[src/hdl/tcpq_pkg.sv]
// Package for the two-class priority queue: field widths, stream layout,
// opcodes, status codes and reset values.
// Depends on nothing.
`default_nettype none

package tcpq_pkg;

    localparam int NORMAL_DEPTH_DEF   = 16;
    localparam int PRIORITY_DEPTH_DEF = 8;

    localparam int TAG_W    = 32;
    localparam int AGE_W    = 8;
    localparam int ENTRY_W  = TAG_W + AGE_W;
    localparam int STATUS_W = 3;
    localparam int NFILL_W  = 5;
    localparam int PFILL_W  = 4;

    localparam int S_TDATA_W = 40;
    localparam int S_TUSER_W = 1;
    localparam int M_RES_W   = TAG_W + AGE_W + NFILL_W + PFILL_W;
    localparam int M_TDATA_W = 56;
    localparam int M_TUSER_W = STATUS_W;

    localparam logic [AGE_W-1:0] THRESHOLD_RESET = 8'd60;

    localparam logic OP_ENQUEUE = 1'b0;
    localparam logic OP_DEQUEUE = 1'b1;

    localparam logic [STATUS_W-1:0] ST_TO_PRIO      = 3'd0;
    localparam logic [STATUS_W-1:0] ST_TO_NORMAL    = 3'd1;
    localparam logic [STATUS_W-1:0] ST_OVERFLOW     = 3'd2;
    localparam logic [STATUS_W-1:0] ST_REJECTED     = 3'd3;
    localparam logic [STATUS_W-1:0] ST_SERVED_PRIO  = 3'd4;
    localparam logic [STATUS_W-1:0] ST_SERVED_NORM  = 3'd5;
    localparam logic [STATUS_W-1:0] ST_EMPTY        = 3'd6;

    typedef logic [ENTRY_W-1:0] entry_t;

endpackage

`default_nettype wire

[src/hdl/two_class_priority_queue.sv]
// Top level of the two-class priority queue: two circular FIFOs in
// synchronous memories with strict-priority service.
// Depends on tcpq_pkg.
`default_nettype none

// Each transfer on the input stream is an enqueue or a dequeue and yields
// exactly one result transfer. Entries of age at or above the threshold go
// to the priority FIFO, overflow to the normal FIFO when it is full, and are
// rejected when both are full; younger ones are rejected when the normal
// FIFO is full. A dequeue serves the priority head first. The block takes
// one item per cycle while the output side keeps up. Each result passes
// through the registered FIFO memory read, then the output register. The
// memories need no clearing pass after reset, since only occupied entries
// are ever read. The threshold register may be written only while idle.
module two_class_priority_queue
    import tcpq_pkg::*;
#(
    parameter int NORMAL_DEPTH   = NORMAL_DEPTH_DEF,
    parameter int PRIORITY_DEPTH = PRIORITY_DEPTH_DEF
)
(
    input  wire                  clk,
    input  wire                  rst_n,

    input  wire                  cfg_valid,
    output logic                 cfg_ready,
    input  wire  [AGE_W-1:0]     cfg_data,

    input  wire                  s_axis_tvalid,
    output logic                 s_axis_tready,
    // Fields from bit 0: person_tag[31:0], age[39:32].
    input  wire  [S_TDATA_W-1:0] s_axis_tdata,
    // Fields from bit 0: opcode[0].
    input  wire  [S_TUSER_W-1:0] s_axis_tuser,

    output logic                 m_axis_tvalid,
    input  wire                  m_axis_tready,
    // Fields from bit 0: served_tag[31:0], served_age[39:32],
    // normal_fill[44:40], priority_fill[48:45], zero fill above.
    output logic [M_TDATA_W-1:0] m_axis_tdata,
    // Fields from bit 0: status[2:0].
    output logic [M_TUSER_W-1:0] m_axis_tuser
);

    localparam int NAW = $clog2(NORMAL_DEPTH);
    localparam int PAW = $clog2(PRIORITY_DEPTH);
    localparam int NCW = $clog2(NORMAL_DEPTH + 1);
    localparam int PCW = $clog2(PRIORITY_DEPTH + 1);

    entry_t normal_mem [NORMAL_DEPTH];
    entry_t prio_mem   [PRIORITY_DEPTH];

    logic [AGE_W-1:0]    thr_reg;
    logic [NAW-1:0]      n_head_reg, n_head_next;
    logic [NCW-1:0]      n_count_reg, n_count_next;
    logic [PAW-1:0]      p_head_reg, p_head_next;
    logic [PCW-1:0]      p_count_reg, p_count_next;
    entry_t              n_rdata_reg, p_rdata_reg;

    logic                pend_valid_reg, pend_valid_next;
    logic [STATUS_W-1:0] pend_status_reg, pend_status_next;
    logic [NFILL_W-1:0]  pend_nfill_reg, pend_nfill_next;
    logic [PFILL_W-1:0]  pend_pfill_reg, pend_pfill_next;

    logic                out_valid_reg, out_valid_next;
    logic [M_TDATA_W-1:0] out_tdata_reg;
    logic [M_TUSER_W-1:0] out_tuser_reg;

    logic                s_acc, out_load;
    logic                op;
    entry_t              in_entry;
    logic                n_full, p_full, is_prio;
    logic                n_wr, p_wr, n_rd, p_rd;
    logic [NCW:0]        n_sum, n_wrap;
    logic [PCW:0]        p_sum, p_wrap;
    logic [NAW-1:0]      n_slot, n_head_inc;
    logic [PAW-1:0]      p_slot, p_head_inc;
    logic [NCW+NFILL_W-1:0] n_fill_ext;
    logic [PCW+PFILL_W-1:0] p_fill_ext;
    entry_t              served;
    logic [M_RES_W-1:0]  res;

    assign cfg_ready     = 1'b1;
    assign out_load      = pend_valid_reg && (!out_valid_reg || m_axis_tready);
    assign s_axis_tready = !pend_valid_reg || out_load;
    assign s_acc         = s_axis_tvalid && s_axis_tready;

    assign op       = s_axis_tuser[0];
    assign in_entry = {s_axis_tdata[TAG_W+AGE_W-1:TAG_W], s_axis_tdata[TAG_W-1:0]};
    assign n_full   = (n_count_reg == NCW'(NORMAL_DEPTH));
    assign p_full   = (p_count_reg == PCW'(PRIORITY_DEPTH));
    assign is_prio  = (s_axis_tdata[TAG_W+AGE_W-1:TAG_W] >= thr_reg);

    assign n_sum  = (NCW+1)'(n_head_reg) + (NCW+1)'(n_count_reg);
    assign n_wrap = (n_sum >= (NCW+1)'(NORMAL_DEPTH)) ?
                    n_sum - (NCW+1)'(NORMAL_DEPTH) : n_sum;
    assign n_slot = n_wrap[NAW-1:0];
    assign p_sum  = (PCW+1)'(p_head_reg) + (PCW+1)'(p_count_reg);
    assign p_wrap = (p_sum >= (PCW+1)'(PRIORITY_DEPTH)) ?
                    p_sum - (PCW+1)'(PRIORITY_DEPTH) : p_sum;
    assign p_slot = p_wrap[PAW-1:0];

    assign n_head_inc = (n_head_reg == NAW'(NORMAL_DEPTH - 1)) ? '0 : n_head_reg + 1'b1;
    assign p_head_inc = (p_head_reg == PAW'(PRIORITY_DEPTH - 1)) ? '0 : p_head_reg + 1'b1;

    always_comb
    begin
        n_wr             = 1'b0;
        p_wr             = 1'b0;
        n_rd             = 1'b0;
        p_rd             = 1'b0;
        n_head_next      = n_head_reg;
        n_count_next     = n_count_reg;
        p_head_next      = p_head_reg;
        p_count_next     = p_count_reg;
        pend_status_next = ST_EMPTY;
        if (op == OP_ENQUEUE)
        begin
            if (is_prio && !p_full)
            begin
                p_wr             = s_acc;
                p_count_next     = p_count_reg + 1'b1;
                pend_status_next = ST_TO_PRIO;
            end
            else if (!n_full)
            begin
                n_wr             = s_acc;
                n_count_next     = n_count_reg + 1'b1;
                pend_status_next = is_prio ? ST_OVERFLOW : ST_TO_NORMAL;
            end
            else
            begin
                pend_status_next = ST_REJECTED;
            end
        end
        else
        begin
            if (p_count_reg != '0)
            begin
                p_rd             = s_acc;
                p_head_next      = p_head_inc;
                p_count_next     = p_count_reg - 1'b1;
                pend_status_next = ST_SERVED_PRIO;
            end
            else if (n_count_reg != '0)
            begin
                n_rd             = s_acc;
                n_head_next      = n_head_inc;
                n_count_next     = n_count_reg - 1'b1;
                pend_status_next = ST_SERVED_NORM;
            end
            else
            begin
                pend_status_next = ST_EMPTY;
            end
        end
    end

    assign n_fill_ext      = {{NFILL_W{1'b0}}, n_count_next};
    assign p_fill_ext      = {{PFILL_W{1'b0}}, p_count_next};
    assign pend_nfill_next = n_fill_ext[NFILL_W-1:0];
    assign pend_pfill_next = p_fill_ext[PFILL_W-1:0];
    assign pend_valid_next = s_acc ? 1'b1 : (out_load ? 1'b0 : pend_valid_reg);
    assign out_valid_next  = out_load ? 1'b1 : (m_axis_tready ? 1'b0 : out_valid_reg);

    always_comb
    begin
        case (pend_status_reg)
            ST_SERVED_PRIO: served = p_rdata_reg;
            ST_SERVED_NORM: served = n_rdata_reg;
            default:        served = '0;
        endcase
    end

    assign res = {pend_pfill_reg, pend_nfill_reg, served};

    always_ff @(posedge clk)
    begin
        if (n_wr)
        begin
            normal_mem[n_slot] <= in_entry;
        end
        if (n_rd)
        begin
            n_rdata_reg <= normal_mem[n_head_reg];
        end
    end

    always_ff @(posedge clk)
    begin
        if (p_wr)
        begin
            prio_mem[p_slot] <= in_entry;
        end
        if (p_rd)
        begin
            p_rdata_reg <= prio_mem[p_head_reg];
        end
    end

    always_ff @(posedge clk or negedge rst_n)
    begin
        if (!rst_n)
        begin
            thr_reg        <= THRESHOLD_RESET;
            n_head_reg     <= '0;
            n_count_reg    <= '0;
            p_head_reg     <= '0;
            p_count_reg    <= '0;
            pend_valid_reg <= 1'b0;
            out_valid_reg  <= 1'b0;
        end
        else
        begin
            if (cfg_valid && cfg_ready)
            begin
                thr_reg <= cfg_data;
            end
            if (s_acc)
            begin
                n_head_reg  <= n_head_next;
                n_count_reg <= n_count_next;
                p_head_reg  <= p_head_next;
                p_count_reg <= p_count_next;
            end
            pend_valid_reg <= pend_valid_next;
            out_valid_reg  <= out_valid_next;
        end
    end

    always_ff @(posedge clk)
    begin
        if (s_acc)
        begin
            pend_status_reg <= pend_status_next;
            pend_nfill_reg  <= pend_nfill_next;
            pend_pfill_reg  <= pend_pfill_next;
        end
        if (out_load)
        begin
            out_tdata_reg <= {{(M_TDATA_W-M_RES_W){1'b0}}, res};
            out_tuser_reg <= pend_status_reg;
        end
    end

    assign m_axis_tvalid = out_valid_reg;
    assign m_axis_tdata  = out_tdata_reg;
    assign m_axis_tuser  = out_tuser_reg;

    a_count_bound: assert property (@(posedge clk) disable iff (!rst_n)
        (n_count_reg <= NCW'(NORMAL_DEPTH)) && (p_count_reg <= PCW'(PRIORITY_DEPTH)))
        else $error("FIFO count beyond its depth");

    a_pend_safe: assert property (@(posedge clk) disable iff (!rst_n)
        (pend_valid_reg && !out_load) |-> !s_acc)
        else $error("pending result overwritten by a new transfer");

    a_prio_pop: assert property (@(posedge clk) disable iff (!rst_n)
        (s_acc && op == OP_DEQUEUE && p_count_reg != '0)
        |=> (p_count_reg == $past(p_count_reg) - 1'b1) && (n_count_reg == $past(n_count_reg)))
        else $error("priority dequeue did not take exactly one priority entry");

    a_served_src: assert property (@(posedge clk) disable iff (!rst_n)
        (out_load && pend_status_reg == ST_EMPTY) |=> (m_axis_tdata[ENTRY_W-1:0] == '0))
        else $error("empty dequeue carries a served entry");

endmodule

`default_nettype wire
[config.mk]
export PLATFORM = sky130hd
export DESIGN_NAME = two_class_priority_queue
export DESIGN_NICKNAME = d
export VERILOG_FILES = /design/src/hdl/tcpq_pkg.sv /design/src/hdl/two_class_priority_queue.sv
export SDC_FILE = /design/constraint.sdc
export NUM_CORES = 1
export LEC_CHECK = 0
export BUFFER_PORTS_ARGS = -buffer_cell sky130_fd_sc_hd__buf_2
export CAP_MARGIN = 20
export CELL_PAD_IN_SITES_DETAIL_PLACEMENT = 1
export CELL_PAD_IN_SITES_GLOBAL_PLACEMENT = 1
export CORE_MARGIN = 2
export CORE_UTILIZATION = 60
export DETAILED_ROUTE_END_ITERATION = 8
export GPL_TIMING_DRIVEN = 0
export PLACE_DENSITY = 0.85
export SYNTH_ARGS = -nofsm -noshare
export SYNTH_HDL_FRONTEND = slang
export SYNTH_SLANG_ARGS = --single-unit
[constraint.sdc]
create_clock -name clk -period 20.1 [get_ports clk]
set_input_delay 2.01 -clock clk [delete_from_list [all_inputs] [get_ports clk]]
set_output_delay 2.01 -clock clk [all_outputs]
set_load 0.02 [all_outputs]
# [After elaboration in Yosys (flattened, before gate mapping)]
# Memories as Yosys holds them, arrays and structs flattened. A register that Yosys moved wholly into a read port is not among the register bits.
# Cells that the tools add are included.
# W data, S select, Z words.
[classes] n_bitwise=1 n_eq_ne=6 n_mux=37 magnitude_cmp=3 n_reduce_logical=14 n_addsub=10
[ops] cell="$pmux W40 S2" n=1
[ops] cell="$mux W5" n=5
[ops] cell="$mux W4" n=5
[ops] cell="$mux W1" n=18
[ops] cell="$mux W2" n=5
[ops] cell="$eq A3 B3 Y1 const B" n=3
[ops] cell="$mux W3" n=3
[ops] cell="$add A4 B1 Y4 const B" n=2
[ops] cell="$eq A4 B4 Y1 const B" n=2
[ops] cell="$ge A8 B8 Y1" n=1
[ops] cell="$sub A4 B1 Y4 const B" n=2
[ops] cell="$add A4 B5 Y6" n=1
[ops] cell="$ge A6 B5 Y1 const B" n=1
[ops] cell="$add A3 B4 Y5" n=1
[ops] cell="$add A5 B1 Y5 const B" n=1
[ops] cell="$eq A5 B5 Y1 const B" n=1
[ops] cell="$ge A5 B4 Y1 const B" n=1
[ops] cell="$reduce_bool A5 Y1" n=1
[ops] cell="$sub A5 B1 Y5 const B" n=1
[ops] cell="$reduce_and A4 Y1" n=1
[ops] cell="$reduce_bool A2 Y1" n=2
[ops] cell="$reduce_bool A4 Y1" n=1
[ops] cell="$add A3 B1 Y3 const B" n=1
[ops] cell="$logic_and A1 B1 Y1" n=3
[ops] cell="5 further kinds" n=8
[totals] out_inout_bits=62 ramBits=960 wordCells=85 memories=2 ff_bits=90
[mem_list] name="normal_mem" words=16 width=40 rd=1 rd_clocked_by_memory_dff=1 wr=1 line_no="two_class_priority_queue.sv:50" source="entry_t normal_mem [NORMAL_DEPTH];"
[mem_list] name="prio_mem" words=8 width=40 rd=1 rd_clocked_by_memory_dff=1 wr=1 line_no="two_class_priority_queue.sv:51" source="entry_t prio_mem [PRIORITY_DEPTH];"

# [Depth between registers and ports, before layout]
[logic_depth] depth_word=10 depth_mapped=9 ltp_nobuf=7

# [Least setup slack after synthesis]
# OpenSTA, ideal clock, no wires.
[synth_timing] path_type="input -> register" start="in s_axis_tdata[34]" end="mem normal_mem[11][0] (netlist bit), enable pin" required_ns=19.548 path_buffers=1 slack_ns=12.221 arrival_ns=7.327 cell_stages=7 cell_sequence="ha_1 -> a21oi_1 -> a21oi_1 -> o211ai_2 -> buf_4 -> nand2_2 -> nor4b_1"
[synth_via] elab_chain_len=6
[synth_rtl] element="start, declared" line_no="two_class_priority_queue.sv:32" source="input wire [S_TDATA_W-1:0] s_axis_tdata,"
[synth_rtl] element="$ge A8 B8 Y1" line_no="two_class_priority_queue.sv:92" source="assign is_prio = (s_axis_tdata[TAG_W+AGE_W-1:TAG_W] >= thr_reg);"
[synth_rtl] element="$logic_and A1 B1 Y1" line_no="two_class_priority_queue.sv:119" source="if (is_prio && !p_full)"
[synth_rtl] element="$mux W1" line_no="two_class_priority_queue.sv:119"
[synth_rtl] element="$mux W1" line_no="two_class_priority_queue.sv:117" source="if (op == OP_ENQUEUE)"
[synth_rtl] element="$mux W1" line_no="two_class_priority_queue.sv:179" source="if (n_wr)"
[synth_rtl] element="$mux W1 (implied by the code)" line_no="two_class_priority_queue.sv:181" source="normal_mem[n_slot] <= in_entry;"
[synth_rtl] element="end, declared" line_no="two_class_priority_queue.sv:50"
# No other way between the ends.

# [Worst setup path in the final report]
[layout_timing] start="in s_axis_tdata[32]" end="mem normal_mem[15][17] (netlist bit), enable pin"
# Same word-level chain as after synthesis.

==> metrics.json <==
{
  "run_status": {"value": "finished, final reports clean"},
  "fraction_of_final_layout_cells_sized_beyond_drive_strength_1": {"value": 35.0, "unit": "%"},
  "worst_ep_arrival_time": {"value": 6000, "unit": "ps"},
  "synth-async-reset-ratio": {"value": 2.30, "unit": "%"},
  "share_seq_of_total_power": {"value": 43.7, "unit": "%"},
  "power-per-cell-area": {"value": 131, "unit": "nW/um2"},
  "final_net_count": {"value": 2277},
  "total_power": {"value": 0.00655, "unit": "W"},
  "drc": {"value": 0},
  "worst-r2r-cell-count": {"value": 11},
  "drt-wirelength-per-cell": {"value": 40.0, "unit": "um"},
  "ys_ff_latch": {"value": 1130},
  "synth_enable_flop_cells": {"value": 1104},
  "finalSetupTns": {"value": 0, "unit": "ps"},
  "initial_antenna_violation_count": {"value": 3},
  "postSynth.topFlopCell": {"value": "sky130_fd_sc_hd__edfxtp_1"},
  "switching_share": {"value": 29.5, "unit": "%"},
  "fraction_of_the_mapped_netlist_area_in_compound_gates": {"value": 2.04, "unit": "%"},
  "max_freq": {"value": 0.178, "unit": "GHz"},
  "multi_input_area": {"value": 9050, "unit": "um2"},
  "synth.yosys.warnings": {"value": 0},
  "grt_setup_unrepaired": {"value": "false"},
  "static-leakage-power": {"value": 16.1, "unit": "nW"},
  "utilization": {"value": 70.0, "unit": "%"},
  "register_area": {"value": 33800, "unit": "um2"},
  "cts_inserted_buffers": {"value": 107},
  "detail_route.wirelength": {"value": 130000, "unit": "um"},
  "worstHoldPathType": {"value": "flip-flop to flip-flop"},
  "ir_drop": {"value": 89.6, "unit": "uV"},
  "clock_transition_at_path_regs": {"value": 60, "unit": "ps"},
  "r2r_start": {"value": "n_count_reg[1]"},
  "crit_path_max_fanout": {"value": 25},
  "synth.cell_area": {"value": 43200, "unit": "um2"},
  "avgSynthCellArea": {"value": 23.2, "unit": "um2"},
  "syn_inst": {"value": 1864},
  "cp-end-kind": {"value": "flip-flop"},
  "yosys.area_share.simple": {"value": 1.85, "unit": "%"},
  "cts_resized": {"value": 0},
  "synth_top_family_by_area": {"value": "multiplexers"},
  "die-height": {"value": 272, "unit": "um"},
  "initial_core_util": {"value": 60.6, "unit": "%"},
  "internal_power": {"value": 0.00462, "unit": "W"},
  "synth_top_cell_by_area": {"value": "sky130_fd_sc_hd__edfxtp_1"},
  "half_perimeter_wire_length_after_placement": {"value": 76300, "unit": "um"},
  "hold_violations": {"value": 0},
  "via_per_inst": {"value": 7.21},
  "final_antenna_net_count": {"value": 0},
  "initialDrtViolationCount": {"value": 3592},
  "maximum_number_of_pins_on_one_net_before_global_route_repair": {"value": 53},
  "switching_power": {"value": 0.00193, "unit": "W"},
  "ctsLongestPathBuffers": {"value": 3},
  "io_pins": {"value": 116},
  "post-cts-setup-buffer-count": {"value": 0},
  "final_cells": {"value": 3245},
  "floorplan.rows": {"value": 98},
  "detailedRoute.firstPassIterationCount": {"value": 7},
  "worstMarginPinSlew": {"value": 1270, "unit": "ps"},
  "h-tree-depth": {"value": 3},
  "post_synth_main_area_contributors": {"value": "sky130_fd_sc_hd__edfxtp_1, sky130_fd_sc_hd__mux4_2, sky130_fd_sc_hd__dfrtp_1"},
  "power.combinational.fraction": {"value": 24.7, "unit": "%"},
  "worst_r2r_endpoint": {"value": "normal_mem[15][17]"},
  "finalWorstPathRequiredPeriod": {"value": 5610, "unit": "ps"},
  "die_width": {"value": 272, "unit": "um"},
  "globalRouteOverflowTotal": {"value": 0},
  "clock_insertion_delay_worst_skew": {"value": 700, "unit": "ps"},
  "report.final.setup_viol": {"value": 0},
  "cp-start-kind": {"value": "primary input"},
  "cap_violations": {"value": 0},
  "timing.reg2reg.setup_slack": {"value": 15660, "unit": "ps"},
  "most_numerous_cell_types_in_the_synthesized_netlist": {"value": "sky130_fd_sc_hd__edfxtp_1, sky130_fd_sc_hd__mux4_2, sky130_fd_sc_hd__clkbuf_1, sky130_fd_sc_hd__mux2_2, sky130_fd_sc_hd__buf_2"},
  "data_required_time_of_the_critical_path": {"value": 20490, "unit": "ps"},
  "finClkSkew": {"value": 34.5, "unit": "ps"},
  "drv_slew": {"value": 0},
  "clk_tree_root_cell": {"value": "sky130_fd_sc_hd__clkbuf_16"},
  "floorplan.core_area": {"value": 71400, "unit": "um2"},
  "area.growth.synth_to_final": {"value": 15.6, "unit": "%"},
  "grt_pass1_wl": {"value": 184000, "unit": "um"},
  "overall_die_area": {"value": 74200, "unit": "um2"},
  "post_synth_mux_area_share": {"value": 15.8, "unit": "%"},
  "cts_num_sinks": {"value": 1130},
  "worstSetupPathType": {"value": "primary input to flip-flop"},
  "hold_start": {"value": "pend_pfill_reg[2]"},
  "grt_use_total": {"value": 35.9, "unit": "%"},
  "power.clock.fraction": {"value": 31.6, "unit": "%"},
  "place.gp.congestion": {"value": 0.833},
  "tritoncts": {"value": "built"},
  "period_share": {"value": 27.9, "unit": "%"},
  "yosys.area_share.xor_xnor": {"value": 0.179, "unit": "%"},
  "synth_largest_type_area_fraction": {"value": 76.7, "unit": "%"},
  "slew-limit-headroom": {"value": 15.5, "unit": "%"},
  "hold_end": {"value": "m_axis_tdata[47]"},
  "holdPathStages": {"value": 0},
  "cts_hold_buffers": {"value": 0},
  "synth_seq_area_share": {"value": 78.2, "unit": "%"},
  "detailroute.via_count": {"value": 23407},
  "synth-adder-area-share": {"value": 0.643, "unit": "%"},
  "grt_pass1_vias": {"value": 24230},
  "largest_register_ff_count": {"value": 640},
  "dp.cells": {"value": 3039},
  "num-fill-cells": {"value": 5549},
  "synth_most_common_cell": {"value": "sky130_fd_sc_hd__edfxtp_1"},
  "port_buffers": {"value": 107},
  "ys_types": {"value": 72},
  "regMostFlops": {"value": "normal_mem"}
}
## worst max-delay path, cell delays in order
cell,delay [ps]
sky130_fd_sc_hd__buf_2,400
sky130_fd_sc_hd__inv_1,240
sky130_fd_sc_hd__ha_1,350
sky130_fd_sc_hd__a31oi_1,140
sky130_fd_sc_hd__nor2b_1,120
sky130_fd_sc_hd__o211ai_2,300
sky130_fd_sc_hd__buf_4,270
sky130_fd_sc_hd__nand2_2,260
sky130_fd_sc_hd__nor4b_2,980
sky130_fd_sc_hd__buf_4,320
sky130_fd_sc_hd__buf_4,220
sky130_fd_sc_hd__buf_6,180
sky130_fd_sc_hd__buf_4,180
## area by class of cell
cell class | instances | area share [%]
clock buffers | 125 | 5.62
clock inverters | 75 | 1.43
diodes | 2 | 0.0100
inverters | 19 | 0.143
plain buffers | 104 | 0.986
flip-flops and latches | 1130 | 67.6
well taps | 950 | 2.38
multi-input cells | 617 | 18.1
repair buffers | 223 | 3.70
## metrics by stage
| step | setup slack (ps) | area, um2 | hold WS, ps |
|---|---|---|---|
| 6_report | 14490 | 50000 | 419 |
| 5_1_grt | 14380 | 50000 | 426 |
| 4_1_cts | 14480 | 49900 | 422 |
| 3_5_place_dp | 14020 | 46400 | 408 |
| 3_3_place_gp | 5720 | 45000 | 403 |
| 2_1_floorplan | 12220 | 43300 | 400 |
## cell families (layout without fill, tap and decap cells)
group / count (synthesis) / after routing
flip-flops: 1130 / 1130
multiplexers: 325 / 325
AND/OR/NAND/NOR: 139 / 139
buffers and inverters: 123 / 546
AO/OA/AOI/OAI: 116 / 116
adder cells (fa/ha/maj): 21 / 21
XOR/XNOR: 8 / 8
other: 2 / 10
## per-layer routing
| metal | vias to the layer above | global-route usage (%) | share of wire (%) | wire [um] |
|---|---|---|---|---|
| met5 | - | 0 | 0.011 | 14 |
| met2 | 2185 | 57.8 | 49 | 63600 |
| met1 | 12159 | 47.3 | 34 | 44300 |
| met3 | 447 | 7.53 | 11 | 14400 |
| met4 | 2 | 18.3 | 5.8 | 7570 |
| li1 | 8614 | - | - | - |
## power by group through the flow
stage               logic (W)  registers, W  clock network (W)
floorplan            0.000973       0.00289                  0
global placement      0.00136       0.00290                  0
detailed placement    0.00154       0.00290                  0
CTS                   0.00160       0.00286            0.00208
global route          0.00167       0.00286            0.00215
finish                0.00162       0.00286            0.00207
## cells in the final DEF, fill, tap and decap left out, types with 18 or more instances in the layout
master | netlist | routed
sky130_fd_sc_hd__a22o_1 | 40 | 40
sky130_fd_sc_hd__buf_2 | 42 | 149
sky130_fd_sc_hd__buf_4 | 9 | 85
sky130_fd_sc_hd__clkbuf_1 | 44 | 59
sky130_fd_sc_hd__clkbuf_16 | 0 | 110
sky130_fd_sc_hd__clkinv_1 | 0 | 25
sky130_fd_sc_hd__clkinv_2 | 0 | 22
sky130_fd_sc_hd__dfrtp_1 | 22 | 22
sky130_fd_sc_hd__edfxtp_1 | 1104 | 1104
sky130_fd_sc_hd__ha_1 | 19 | 19
sky130_fd_sc_hd__inv_1 | 19 | 18
sky130_fd_sc_hd__mux2_2 | 44 | 44
sky130_fd_sc_hd__mux4_2 | 280 | 280
sky130_fd_sc_hd__nand2_1 | 31 | 31
## how the worst max path moves through the flow
stage / startpoint / slack (ps) / end / depth (start not counted)
after global routing: s_axis_tdata[32] / 14380 / normal_mem[15][17] / 13
after global placement: s_axis_tdata[32] / 5720 / prio_mem[4][15] / 8
after CTS: s_axis_tdata[32] / 14480 / normal_mem[12][14] / 12
after detailed placement: s_axis_tdata[32] / 14020 / prio_mem[5][15] / 12
after floorplan: s_axis_tdata[34] / 12220 / normal_mem[11][0] / 7
final: s_axis_tdata[32] / 14490 / normal_mem[15][17] / 13
No activity file was read; power rests on OpenSTA's default activity.
